$ cat config.mk
export PLATFORM = sky130hd
export DESIGN_NAME = swmf_queue
export DESIGN_NICKNAME = d
export VERILOG_FILES = /design/src/rtl/swmf_queue.sv
export SDC_FILE = /design/constraint.sdc
export NUM_CORES = 1
export LEC_CHECK = 0
export ABC_CLOCK_PERIOD_IN_PS = 3400
export BUFFER_PORTS_ARGS = -buffer_cell sky130_fd_sc_hd__buf_2
export CAP_MARGIN = 30
export CORE_UTILIZATION = 45
export CTS_CLUSTER_DIAMETER = 80
export CTS_CLUSTER_SIZE = 16
export DETAILED_ROUTE_END_ITERATION = 7
export PLACE_DENSITY_LB_ADDON = 0.25
export SYNTH_ARGS = -nofsm -noshare
export SYNTH_HDL_FRONTEND = slang
export SYNTH_SLANG_ARGS = --single-unit
export TNS_END_PERCENT = 30
$ cat constraint.sdc
create_clock -name clk -period 3.4 [get_ports clk]
set_input_delay 0.68 -clock clk [delete_from_list [all_inputs] [get_ports clk]]
set_output_delay 0.68 -clock clk [all_outputs]
set_load 0.02 [all_outputs]
$ cat src/rtl/swmf_queue.sv
// Two-entry job queue between the front and back parts.
module swmf_queue #(
	parameter int unsigned W = 8
) (
	input  logic         clk,
	input  logic         arst_n,
	input  logic         push,
	input  logic [W-1:0] push_data,
	output logic         full,
	input  logic         pop,
	output logic         not_empty,
	output logic [W-1:0] pop_data
);
	logic [W-1:0] mem_q [2];
	logic         wp_q, rp_q;
	logic [1:0]   cnt_q;

	always_ff @(posedge clk or negedge arst_n) begin
		if (!arst_n) begin
			wp_q  <= 1'b0;
			rp_q  <= 1'b0;
			cnt_q <= 2'd0;
		end else begin
			if (push) wp_q <= ~wp_q;
			if (pop) rp_q <= ~rp_q;
			cnt_q <= cnt_q + 2'(push) - 2'(pop);
		end
	end

	always_ff @(posedge clk) begin
		if (push) mem_q[wp_q] <= push_data;
	end

	assign full      = cnt_q == 2'd2;
	assign not_empty = cnt_q != 2'd0;
	assign pop_data  = mem_q[rp_q];
endmodule

==> results.txt <==
----------------------------------------------------
[Worst hold path]
  Worst Hold Class ... input pin to asynchronous set/reset pin

[GRT]
  Vias in the first global route ... 373
  Number of antenna violations at the first check in global routing ... 0
  Wire length of the first global-routing pass ... 1649 um
  Largest net degree at the start of global routing ... 12
  Grt total ovfl ... 0
  Tot GR Track Use ... 12.43%

[Logic synthesis]
  Synth Net Count ... 54
  Leading area contributor after synthesis ... sky130_fd_sc_hd__edfxtp_1
  Flip-flop and latch count after synthesis ... 20
  Synthesized area per cell ... 20.27 um^2
  Synth unique cells ... 11
  Combined area of all synthesized cells ... 810.8 um^2
  Yosys synthesis warning count ... 0
  Cells after Synth ... 40
  Leading post-synthesis cells by cell area ... sky130_fd_sc_hd__edfxtp_1 (59%), sky130_fd_sc_hd__mux2_4 (15%), sky130_fd_sc_hd__dfrtp_1 (12%)
  Part of the Yosys area used for sequential elements ... 71.60%
  Synth top area share ... 59.26%

[CTS]
  CTS tree ... built
  Insertion delay of the later-clocked pin in the worst-skew pair ... 290 ps
  Root Buffer ... sky130_fd_sc_hd__clkbuf_4
  Number of levels in the clock H-tree ... 1
  CTS Buffer Depth ... 2
  Number of hold-repair buffers added at the cts stage ... 0
  Number of cells upsized or downsized after cts ... 0
  Post-CTS setup buffers ... 0
  Clock sinks ... 20
  Number of clock buffers inserted by TritonCTS ... 3
  Clock Pin Slew Worst Setup and Hold Paths ... 100 ps

[Run status]
  Run status ... complete, no violations

[Final layout]
  Synthesis-to-finish area growth ... 18.52%
  Most common cell after layout, fill and taps aside ... sky130_fd_sc_hd__buf_2
  Total non-filler cell area in the finished layout ... 960.9 um^2
  Count of inserted antenna diode cells ... 0
  Share of layout cells above drive strength 1 ... 51.56%
  Fill count ... 133
  Sequential cell area in the final layout ... 580.6 um^2
  Top library cells by usage in the layout, fill and taps aside ... sky130_fd_sc_hd__buf_2 (21), sky130_fd_sc_hd__edfxtp_1 (16), sky130_fd_sc_hd__mux2_4 (8)
  Final Instance Count excl. Fillers ... 88
  Combined area of the multi-input logic cells ... 211.5 um^2
  Net total in the final layout ... 79

[Detailed routing]
  Via total after detailed routing ... 389
  DRC errors left ... 0
  Routed via count divided by cell count ... 4.420
  Routed wire length ... 1033 um
  First-pass detailed-route iteration total ... 6
  Antenna Nets Post-Route ... 0
  Violation count after the first detailed-route iteration ... 7
  Avg WL per Cell ... 11.74 um

[STA]
  Final Cycle Share ... 62.77%
  Number of hold violations in the final report ... 0
  Final count of negative-setup-slack endpoints ... 0
  Max-slew violations ... 0
  Least-Margin Pin Slew ... 719.5 ps
  Minimum clock period ... 2134 ps
  Final Hold Slack ... 167.9 ps
  Clk_skew ... 2.087 ps
  Max_slew headroom ... 51.93%
  Setup TNS ... 0 ps
  Highest achievable clock rate ... 0.4686 GHz
  RSZ-0062 raised after global routing ... no

[Pwr]
  Sw frac ... 32.30%
  LEAKAGE ... 0.4199 nW
  Peak VDD IR ... 0.5290 mV
  Internal power summed over all cells ... 0.0005254 W
  Sequential Power Share ... 49.4%
  Total power per unit cell area ... 807.6 nW/um^2
  Net Switching ... 0.0002506 W
  Clock share of power ... 14.1%
  Logic gate share of total power ... 36.5%

[Floorplanning]
  Starting Density ... 50.86%
  Core Box Area ... 1594 um^2
  Width of the chip ... 44.45 um
  Number of top-level design ports ... 22
  Number of rows created at floorplan ... 14
  Area enclosed by the die boundary ... 1975 um^2
  Vert. Die Dim ... 44.45 um

[Placed design]
  Placed standard-cell area ... 934.6 um^2
  Inst Count DP ... 84
  IO Port Bufs ... 21
  GPL Wtd Cong ... 0.6051

[Setup path]
  Critical setup path kind ... register to primary output
  Max Fanout on Critical Path ... 9
  Slack of the worst reg-to-reg path ... 2050 ps
  Crit path launch type ... register
  CP Data Arrival Time ... 1450 ps
  Critical path capture point type ... primary output
  FF-to-FF path depth ... 1
  Required time at the worst-slack endpoint ... 2720 ps

[Flow run]
  Max-cap viol count ... 0

----------------------------------------------------
## synth_stat cells (all sizes together)
cell / number
and2: 1
inv: 2
mux2: 8
xor3: 1
buf: 1
xor2: 2
nor2b: 2
ha: 2
or2: 1
edfxtp: 16
dfrtp: 4
## critical path, cell delays in order, from the launching register on
cell                      delay (ps)
sky130_fd_sc_hd__dfrtp_1         660
sky130_fd_sc_hd__mux2_4          340
sky130_fd_sc_hd__buf_2           160
## kinds of logic after synthesis
logic type                 count (synthesis)  synth area share, %
muxes                                      8                14.82
xor gates and xnor gates                   3                5.093
buffers and inverters                      3                2.315
DFF                                       20                71.61
and+or+nand+nor                            4                3.087
adders and majority gates                  2                3.086
## worst paths after layout
check	startpoint	to
max reg2reg	wp_q	mem_q[0][6]
max	rp_q	pop_data[5]
min	arst_n	cnt_q[0]
min in group clk	wp_q	wp_q
max in group asynchronous	arst_n	rp_q
min reg2reg	wp_q	wp_q
## per-stage QoR
stage          worst slack [ps]  utilization, %  total power, W
2_1_floorplan              1894               -       0.0006099
3_3_place_gp               1587           58.63       0.0006686
3_5_place_dp               1584           58.63       0.0006763
4_1_cts                    1241           60.28       0.0007868
5_1_grt                    1203           60.28       0.0008241
6_report                   1266           60.28       0.0007760
## area by class of cell
class / instances / share of cell area (%)
multi-input cells: 17 / 22.01
clock buffers: 3 / 2.344
well taps: 24 / 3.125
clock inverters: 1 / 0.3906
flip-flops and latches: 20 / 60.42
repair buffers: 21 / 10.94
inverters: 2 / 0.7812
## state kept, by name, indices dropped and copies added, names as in the netlist
signal / flops
wp_q: 1
mem_q: 16
rp_q: 1
cnt_q: 2
## routing by layer
metal  vias up  track usage [%]  share of wire [%]
met2        15            18.53                 54
met5         -                0                  0
li1        192                -                  -
met1       182            16.71                 41
met4         0            7.273                  0
met3         0            2.857                5.0
## power by group through the flow
stage / registers, W / clock network (W) / logic (W)
floorplan: 0.000358 / 0 / 0.000252
global placement: 0.000387 / 0 / 0.000282
detailed placement: 0.000390 / 0 / 0.000286
CTS: 0.000385 / 0.000115 / 0.000287
global route: 0.000393 / 0.000124 / 0.000308
finish: 0.000383 / 0.000110 / 0.000283
(Power assumes the default switching activity.)
