<file path="src/rtl/swmf_pkg.sv">
// Shared types and constants of the square window max filter.
package swmf_pkg;

	localparam int unsigned PIX_W        = 8;
	localparam int unsigned ROW_W        = 16;
	localparam int unsigned CFG_IDX_W    = 2;
	localparam int unsigned CFG_DATA_W   = 16;
	localparam int unsigned RAD_W        = 5;
	localparam int unsigned WID_FIELD_W  = 11;
	localparam int unsigned WID_RESET    = 640;
	localparam int unsigned HGT_RESET    = 480;

	typedef enum logic [CFG_IDX_W-1:0] {
		CFG_FRAME_WIDTH   = 2'd0,
		CFG_FRAME_HEIGHT  = 2'd1,
		CFG_WINDOW_RADIUS = 2'd2,
		CFG_UNUSED        = 2'd3
	} cfg_idx_t;

	typedef enum logic {
		OP_PIXEL = 1'b0,
		OP_FLUSH = 1'b1
	} op_t;

	typedef enum logic [2:0] {
		ST_IDLE = 3'b001,
		ST_RUN  = 3'b010,
		ST_FIN  = 3'b100
	} back_st_t;

endpackage

</file>
<file path="src/rtl/swmf_if.sv">
// Channel interfaces: pixel input, result output and configuration writes.
interface swmf_in_if;
	logic                       valid;
	logic                       ready;
	logic                       operation;
	logic [swmf_pkg::PIX_W-1:0] pixel_in;
	modport source (output valid, output operation, output pixel_in, input ready);
	modport sink (input valid, input operation, input pixel_in, output ready);
endinterface


interface swmf_cfg_if;
	logic                            valid;
	logic                            ready;
	logic [swmf_pkg::CFG_IDX_W-1:0]  index;
	logic [swmf_pkg::CFG_DATA_W-1:0] data;
	modport source (output valid, output index, output data, input ready);
	modport sink (input valid, input index, input data, output ready);
endinterface

</file>
<file path="src/rtl/swmf_front.sv">
// Front part: configuration, input and output position tracking, job issue.
module swmf_front #(
	parameter int unsigned MAX_WIDTH  = 1024,
	parameter int unsigned MAX_RADIUS = 29
) (
	input  logic clk,
	input  logic arst_n,
	swmf_in_if.sink  din,
	swmf_cfg_if.sink cfg,
	input  logic back_idle,
	input  logic q_not_empty,
	input  logic q_full,
	output logic job_push,
	output logic [2*$clog2(2*MAX_RADIUS+2)+2*$clog2(MAX_WIDTH):0] job_data,
	output logic wr_en,
	output logic [$clog2(2*MAX_RADIUS+2)-1:0] wr_slot,
	output logic [$clog2(MAX_WIDTH)-1:0] wr_col,
	output logic [swmf_pkg::PIX_W-1:0] wr_pix
);
	localparam int unsigned LS = 2 * MAX_RADIUS + 2;
	localparam int unsigned SW = $clog2(LS);
	localparam int unsigned CW = $clog2(MAX_WIDTH);
	localparam int unsigned WW = $clog2(MAX_WIDTH + 1);
	localparam int unsigned RW = swmf_pkg::ROW_W;
	localparam int unsigned WID_RST =
		swmf_pkg::WID_RESET > MAX_WIDTH ? MAX_WIDTH : swmf_pkg::WID_RESET;

	logic [WW-1:0] wid_q;
	logic [RW-1:0] hgt_q;
	logic [swmf_pkg::RAD_W-1:0] rad_q;
	logic [CW-1:0] icol_q, ocol_q;
	logic [RW-1:0] irow_q, orow_q;
	logic [SW-1:0] islot_q, oslot_q;
	logic          done_q;

	logic          accept, is_pix, cfg_wr;
	logic [WW-1:0] wm1;
	logic [RW-1:0] hm1;
	logic [CW-1:0] icol_n, ocol0, ocol_n;
	logic [RW-1:0] irow_n, orow0, orow_n;
	logic [SW-1:0] islot_n, oslot0, oslot_n, r0_slot;
	logic          done_a, done_n, rdy, last;
	logic [RW:0]   nrow_w;
	logic [RW-1:0] nrow, r0;
	logic [WW:0]   ncol_w;
	logic [CW-1:0] ncol, c0;
	logic [10:0]   wv;
	logic [swmf_pkg::RAD_W-1:0] rv;

	// A pending register write holds off the input so that no transaction is
	// taken in the same cycle as a frame restart.
	assign din.ready = !q_not_empty && !q_full && back_idle && !cfg.valid;
	assign cfg.ready = 1'b1;
	assign accept    = din.valid && din.ready;
	assign is_pix    = din.operation == swmf_pkg::OP_PIXEL;
	assign cfg_wr    = cfg.valid && cfg.index != swmf_pkg::CFG_UNUSED;

	assign wm1 = wid_q - WW'(1);
	assign hm1 = hgt_q - RW'(1);

	always_comb begin
		// A pixel after a fully received plane starts the next plane.
		done_a = done_q;
		ocol0  = ocol_q;
		orow0  = orow_q;
		oslot0 = oslot_q;
		icol_n = icol_q;
		irow_n = irow_q;
		islot_n = islot_q;
		if (is_pix) begin
			if (done_q) begin
				done_a = 1'b0;
				ocol0  = '0;
				orow0  = '0;
				oslot0 = '0;
			end
			if (WW'(icol_q) == wm1) begin
				icol_n = '0;
				if (irow_q == hm1) begin
					irow_n  = '0;
					islot_n = '0;
					done_a  = 1'b1;
				end else begin
					irow_n  = irow_q + RW'(1);
					islot_n = (islot_q == SW'(LS - 1)) ? '0 : islot_q + SW'(1);
				end
			end else begin
				icol_n = icol_q + CW'(1);
			end
		end

		nrow_w = {1'b0, orow0} + (RW+1)'(rad_q);
		nrow   = (nrow_w > {1'b0, hm1}) ? hm1 : nrow_w[RW-1:0];
		ncol_w = {1'b0, WW'(ocol0)} + (WW+1)'(rad_q);
		ncol   = (ncol_w > {1'b0, wm1}) ? CW'(wm1) : CW'(ncol_w);
		rdy    = done_a || (nrow < irow_n) ||
			(nrow == irow_n && WW'(ncol) < WW'(icol_n));
		last   = (orow0 == hm1) && (WW'(ocol0) == wm1);

		r0      = (orow0 > RW'(rad_q)) ? orow0 - RW'(rad_q) : '0;
		r0_slot = '0;
		if (orow0 > RW'(rad_q))
			r0_slot = (oslot0 >= SW'(rad_q)) ? oslot0 - SW'(rad_q)
				: oslot0 + SW'(LS) - SW'(rad_q);
		c0 = (WW'(ocol0) > WW'(rad_q)) ? ocol0 - CW'(rad_q) : '0;

		done_n  = done_a;
		ocol_n  = ocol0;
		orow_n  = orow0;
		oslot_n = oslot0;
		if (rdy) begin
			if (last) begin
				done_n  = 1'b0;
				ocol_n  = '0;
				orow_n  = '0;
				oslot_n = '0;
			end else if (WW'(ocol0) == wm1) begin
				ocol_n  = '0;
				orow_n  = orow0 + RW'(1);
				oslot_n = (oslot0 == SW'(LS - 1)) ? '0 : oslot0 + SW'(1);
			end else begin
				ocol_n = ocol0 + CW'(1);
			end
		end

		wv = cfg.data[10:0];
		rv = cfg.data[swmf_pkg::RAD_W-1:0];
	end

	assign job_push = accept && rdy;
	assign job_data = {r0_slot, SW'(nrow - r0), c0, ncol, last};
	assign wr_en    = accept && is_pix;
	assign wr_slot  = islot_q;
	assign wr_col   = icol_q;
	assign wr_pix   = din.pixel_in;

	always_ff @(posedge clk or negedge arst_n) begin
		if (!arst_n) begin
			wid_q   <= WW'(WID_RST);
			hgt_q   <= RW'(swmf_pkg::HGT_RESET);
			rad_q   <= '0;
			icol_q  <= '0;
			irow_q  <= '0;
			islot_q <= '0;
			ocol_q  <= '0;
			orow_q  <= '0;
			oslot_q <= '0;
			done_q  <= 1'b0;
		end else if (cfg_wr) begin
			unique case (cfg.index)
				swmf_pkg::CFG_FRAME_WIDTH: begin
					if (wv == 11'd0) wid_q <= WW'(1);
					else if (13'(wv) > 13'(MAX_WIDTH)) wid_q <= WW'(MAX_WIDTH);
					else wid_q <= WW'(wv);
				end
				swmf_pkg::CFG_FRAME_HEIGHT:
					hgt_q <= (cfg.data == '0) ? RW'(1) : cfg.data;
				swmf_pkg::CFG_WINDOW_RADIUS:
					rad_q <= (rv > swmf_pkg::RAD_W'(MAX_RADIUS))
						? swmf_pkg::RAD_W'(MAX_RADIUS) : rv;
				default: ;
			endcase
			icol_q  <= '0;
			irow_q  <= '0;
			islot_q <= '0;
			ocol_q  <= '0;
			orow_q  <= '0;
			oslot_q <= '0;
			done_q  <= 1'b0;
		end else if (accept) begin
			icol_q  <= icol_n;
			irow_q  <= irow_n;
			islot_q <= islot_n;
			ocol_q  <= ocol_n;
			orow_q  <= orow_n;
			oslot_q <= oslot_n;
			done_q  <= done_n;
		end
	end
endmodule

</file>
<file path="src/flat_wrapper.sv">
// flat-port wrapper written by rule: the top's interface ports become plain ports
module swmf_front_flat 
#(
	parameter int unsigned MAX_WIDTH  = 1024,
	parameter int unsigned MAX_RADIUS = 29
)
  (clk, arst_n, back_idle, q_not_empty, q_full, job_push, job_data, wr_en, wr_slot, wr_col, wr_pix, din_valid, din_operation, din_pixel_in, din_ready, cfg_valid, cfg_index, cfg_data, cfg_ready);
  swmf_in_if din_i ();
  swmf_cfg_if cfg_i ();
  input  logic clk;
  input  logic arst_n;
  input  logic back_idle;
  input  logic q_not_empty;
  input  logic q_full;
  output logic job_push;
  output logic [2*$clog2(2*MAX_RADIUS+2)+2*$clog2(MAX_WIDTH):0] job_data;
  output logic wr_en;
  output logic [$clog2(2*MAX_RADIUS+2)-1:0] wr_slot;
  output logic [$clog2(MAX_WIDTH)-1:0] wr_col;
  output logic [swmf_pkg::PIX_W-1:0] wr_pix;
  input wire logic [$bits(din_i.valid)-1:0] din_valid;
  input wire logic [$bits(din_i.operation)-1:0] din_operation;
  input wire logic [$bits(din_i.pixel_in)-1:0] din_pixel_in;
  output wire logic [$bits(din_i.ready)-1:0] din_ready;
  input wire logic [$bits(cfg_i.valid)-1:0] cfg_valid;
  input wire logic [$bits(cfg_i.index)-1:0] cfg_index;
  input wire logic [$bits(cfg_i.data)-1:0] cfg_data;
  output wire logic [$bits(cfg_i.ready)-1:0] cfg_ready;
  assign din_i.valid = din_valid;
  assign din_i.operation = din_operation;
  assign din_i.pixel_in = din_pixel_in;
  assign din_ready = din_i.ready;
  assign cfg_i.valid = cfg_valid;
  assign cfg_i.index = cfg_index;
  assign cfg_i.data = cfg_data;
  assign cfg_ready = cfg_i.ready;
  swmf_front #(.MAX_WIDTH(MAX_WIDTH), .MAX_RADIUS(MAX_RADIUS)) u_core (.clk(clk), .arst_n(arst_n), .din(din_i), .cfg(cfg_i), .back_idle(back_idle), .q_not_empty(q_not_empty), .q_full(q_full), .job_push(job_push), .job_data(job_data), .wr_en(wr_en), .wr_slot(wr_slot), .wr_col(wr_col), .wr_pix(wr_pix));
endmodule
</file>
<file path="config.mk">
export PLATFORM = sky130hd
export DESIGN_NAME = swmf_front_flat
export DESIGN_NICKNAME = d
export VERILOG_FILES = /design/src/rtl/swmf_pkg.sv /design/src/rtl/swmf_if.sv /design/src/rtl/swmf_front.sv /design/src/flat_wrapper.sv
export SDC_FILE = /design/constraint.sdc
export NUM_CORES = 1
export LEC_CHECK = 0
export ABC_CLOCK_PERIOD_IN_PS = 7740
export BUFFER_PORTS_ARGS = -buffer_cell sky130_fd_sc_hd__buf_2
export CELL_PAD_IN_SITES_DETAIL_PLACEMENT = 0
export CELL_PAD_IN_SITES_GLOBAL_PLACEMENT = 1
export CORE_ASPECT_RATIO = 1.4
export CORE_MARGIN = 3
export CORE_UTILIZATION = 35
export CTS_CLUSTER_DIAMETER = 100
export DETAILED_ROUTE_END_ITERATION = 8
export GPL_ROUTABILITY_DRIVEN = 0
export GPL_TIMING_DRIVEN = 0
export PLACE_DENSITY_LB_ADDON = 0.1
export SYNTH_ARGS = -nofsm -noshare
export SYNTH_HDL_FRONTEND = slang
export SYNTH_SLANG_ARGS = --single-unit
</file>
<file path="constraint.sdc">
create_clock -name clk -period 7.74 [get_ports clk]
set_input_delay 0.387 -clock clk [delete_from_list [all_inputs] [get_ports clk]]
set_output_delay 0.387 -clock clk [all_outputs]
set_load 0.01 [all_outputs]
</file>
==> impl_metrics.py <==
metrics = {
    "status": {
        "status": "finished, final reports clean",
    },
    "power_and_ir_drop": {
        "ir_drop_mv": 0.102,
        "power.density_nw_per_um2": 157,
        "p_leak_nw": 5.49,
        "power_mw": 1.94,
    },
    "cts": {
        "cts_hold_buf": 0,
        "cts_tree": "done",
        "cts_root_buf": "clkbuf_16",
        "cts_max_level": 3,
        "numClockSinks": 97,
        "cts_buffers": 9,
        "clk_path_buf_depth": 2,
        "insertion_delay_ps": 380,
        "cts.reportedPaths.clkPinSlew_ps": 80,
    },
    "place": {
        "place_area_um2": 11600,
        "io_buffers": 84,
        "hpwl_mm": 32.0,
    },
    "sta": {
        "clock_skew_ps": 20.4,
        "timing.fmax_mhz": 136,
        "fin_setup_tns_ps": 0,
        "hold_violations": 0,
        "tightest_slew_ps": 1060,
        "finalSetupViolCount": 0,
        "slew_headroom_pct": 28.1,
        "rsz0062_at_grt": "no",
        "min_period_ps": 7330,
        "holdWs_ps": 42.4,
        "timing.final.crit_share_pct": 94.8,
        "drv_slew": 0,
    },
    "logic_synthesis": {
        "synthDistinctLibCells": 83,
        "synth-edff-count": 0,
        "yosysSeqAreaShare_pct": 22.8,
        "syn_nets": 1475,
        "syn_area_um2": 10700,
        "avgSynthCellArea_um2": 8.00,
        "ys_ff_latch": 97,
        "synth_ff_type": "dfrtp_1",
        "ys_warn_count": 0,
        "synthCells": 1334,
        "async_flop_share_pct": 100,
    },
    "worst_setup_path": {
        "start_kind": "flop",
        "criticalPathCategory": "reg -> out",
        "crit_start": "u_core.done_q",
        "required_ps": 7350,
        "critical_path_buf_inv_count": 8,
        "crit_top_cell": "a21o_1",
        "r2r-start": "u_core.done_q",
        "cp.depth": 32,
        "worstPathMaxFanout": 10,
        "path_delay_family": "compound AO/OA/AOI/OAI gates",
        "worstPathArrival_ps": 6950,
        "cp_slowest_cell": "dfrtp_1",
        "worstSetupEndpoint": "job_push",
        "rr_endpoint": "u_core.oslot_q[0]",
        "cpPeakStageDelay_ps": 400,
        "r2r_setup_slack_ps": 450,
        "worstRegToRegCells": 36,
        "end_kind": "output port",
    },
    "global_route": {
        "grt_max_degree": 53,
        "grt_pass1_wl_mm": 61.6,
        "track_usage_pct": 24.3,
        "grt-ovfl-total": 0,
        "grt_pass1_vias": 10400,
        "antenna_found_initial": 0,
    },
    "detailed_routing": {
        "ant_nets": 0,
        "viasPerCell": 5.69,
        "drc_errors": 0,
        "firstDrtPassIters": 5,
        "avgRoutedWirePerCell_um": 21.7,
        "drt_wl_total_mm": 39.8,
        "via_count": 10400,
        "drt-initial-drc-count": 624,
    },
    "floorplan": {
        "die_x_um": 154,
        "dieHeight_um": 213,
        "rows": 75,
        "die_area_um2": 32600,
        "ios": 95,
        "start_util_pct": 35.5,
        "core_area_um2": 30000,
    },
    "finish": {
        "fin_nets": 1585,
        "antenna_cells": 0,
        "final_cell_mix": "nand2_1 (115), ha_1 (99), dfrtp_1 (91)",
        "design_area_um2": 12300,
        "fill_cells": 3178,
        "area_growth_pct": 15.5,
        "drive_above_1_share_pct": 15.4,
        "final_common_cell": "nand2_1",
    },
    "run": {
        "cap_violations": 0,
    },
    "worst_hold_path": {
        "hp-class": "in -> async",
    },
}
report_power, final:
| group | switching [mW] | total (mW) | internal, mW |
|---|---|---|---|
| clock network | 0.234 | 0.529 | 0.295 |
| logic | 0.482 | 0.809 | 0.327 |
| registers | 0.0593 | 0.599 | 0.540 |
| total | 0.775 | 1.94 | 1.16 |
cell families after synthesis:
group,Yosys count,share of synthesized area [%]
AO/OA/AOI/OAI,316,19.2
AND/OR/NAND/NOR,503,24.4
multiplexers,33,3.35
other,1,0.0351
adder cells (fa/ha/maj),108,13.2
XOR/XNOR,121,10.8
flip-flops,97,22.8
buffers and inverters,155,6.10
state kept, by name, summed over array words and instances, names as in the netlist:
name	cells
u_core.wid_q	11
u_core.irow_q	16
u_core.wr_col	10
u_core.orow_q	16
u_core.done_q	1
u_core.hgt_q	16
u_core.wr_slot	6
u_core.oslot_q	6
u_core.ocol_q	10
u_core.rad_q	5
stage by stage:
stage	utilization [%]	setup slack, ps	instances
finish	41.0	405	1834
global route	41.0	7.51	1834
CTS	40.7	15.3	1829
detailed placement	38.7	-4190	1804
global placement	38.6	-4240	1803
floorplan	-	41.0	1334
repair_timing:
item / CTS / global route
endpoints found under the setup margin: 50 / 35
pin swaps: 6 / 9
gates resized for setup: 54 / 23
gates cloned: 0 / 1
setup buffers: 10 / 6
cells in the mapped netlist, types with 11 or more instances:
cell,instances,area (µm²)
o31ai_1,11,82.6
nand4_1,32,200
and3_1,23,144
nor2_1,94,353
o21ai_0,82,410
dfrtp_1,91,2280
a21o_1,21,158
a21oi_1,85,425
nor3_1,27,135
inv_1,68,255
clkbuf_1,64,240
xor2_1,37,324
or4_1,14,105
xnor2_1,77,674
ha_1,99,1240
a22o_1,12,105
a31oi_1,12,75.1
nand2b_1,15,93.8
nand3_1,81,405
nor4_1,17,106
mux2_2,22,248
mux2i_1,11,110
and2_1,12,75.1
or3_1,11,68.8
nand2_1,116,435
layout make-up:
class / instances / area, µm² / area share, %
clock inverters: 5 / 85.1 / 0.690
flip-flops and latches: 97 / 2430 / 19.8
well taps: 385 / 482 / 3.91
plain buffers: 84 / 459 / 3.73
multi-input cells: 1082 / 7770 / 63.0
inverters: 68 / 255 / 2.07
clock buffers: 11 / 243 / 1.97
repair buffers: 102 / 596 / 4.83
worst min path at each step:
| stage | start | to | slack (ps) | cells past startpoint |
|---|---|---|---|---|
| after floorplan | arst_n | u_core.done_q | 90 | 0 |
| after global routing | arst_n | u_core.wr_col[2] | 100 | 1 |
| after global placement | u_core.oslot_q[4] | u_core.oslot_q[4] | 480 | 1 |
| after CTS | arst_n | u_core.wr_col[2] | 80 | 1 |
| after detailed placement | u_core.oslot_q[4] | u_core.oslot_q[4] | 480 | 1 |
| final | arst_n | u_core.wr_col[2] | 40 | 1 |
layer usage:
layer  vias to the layer above  track usage, %  wire, µm
met5                         -               0         0
met4                         0            10.2      1570
met3                        68            2.04      1490
met2                       260            42.7     19500
met1                      5072            30.6     17200
li1                       5039               -         -
Note: power is estimated with default switching activity, not from simulation.
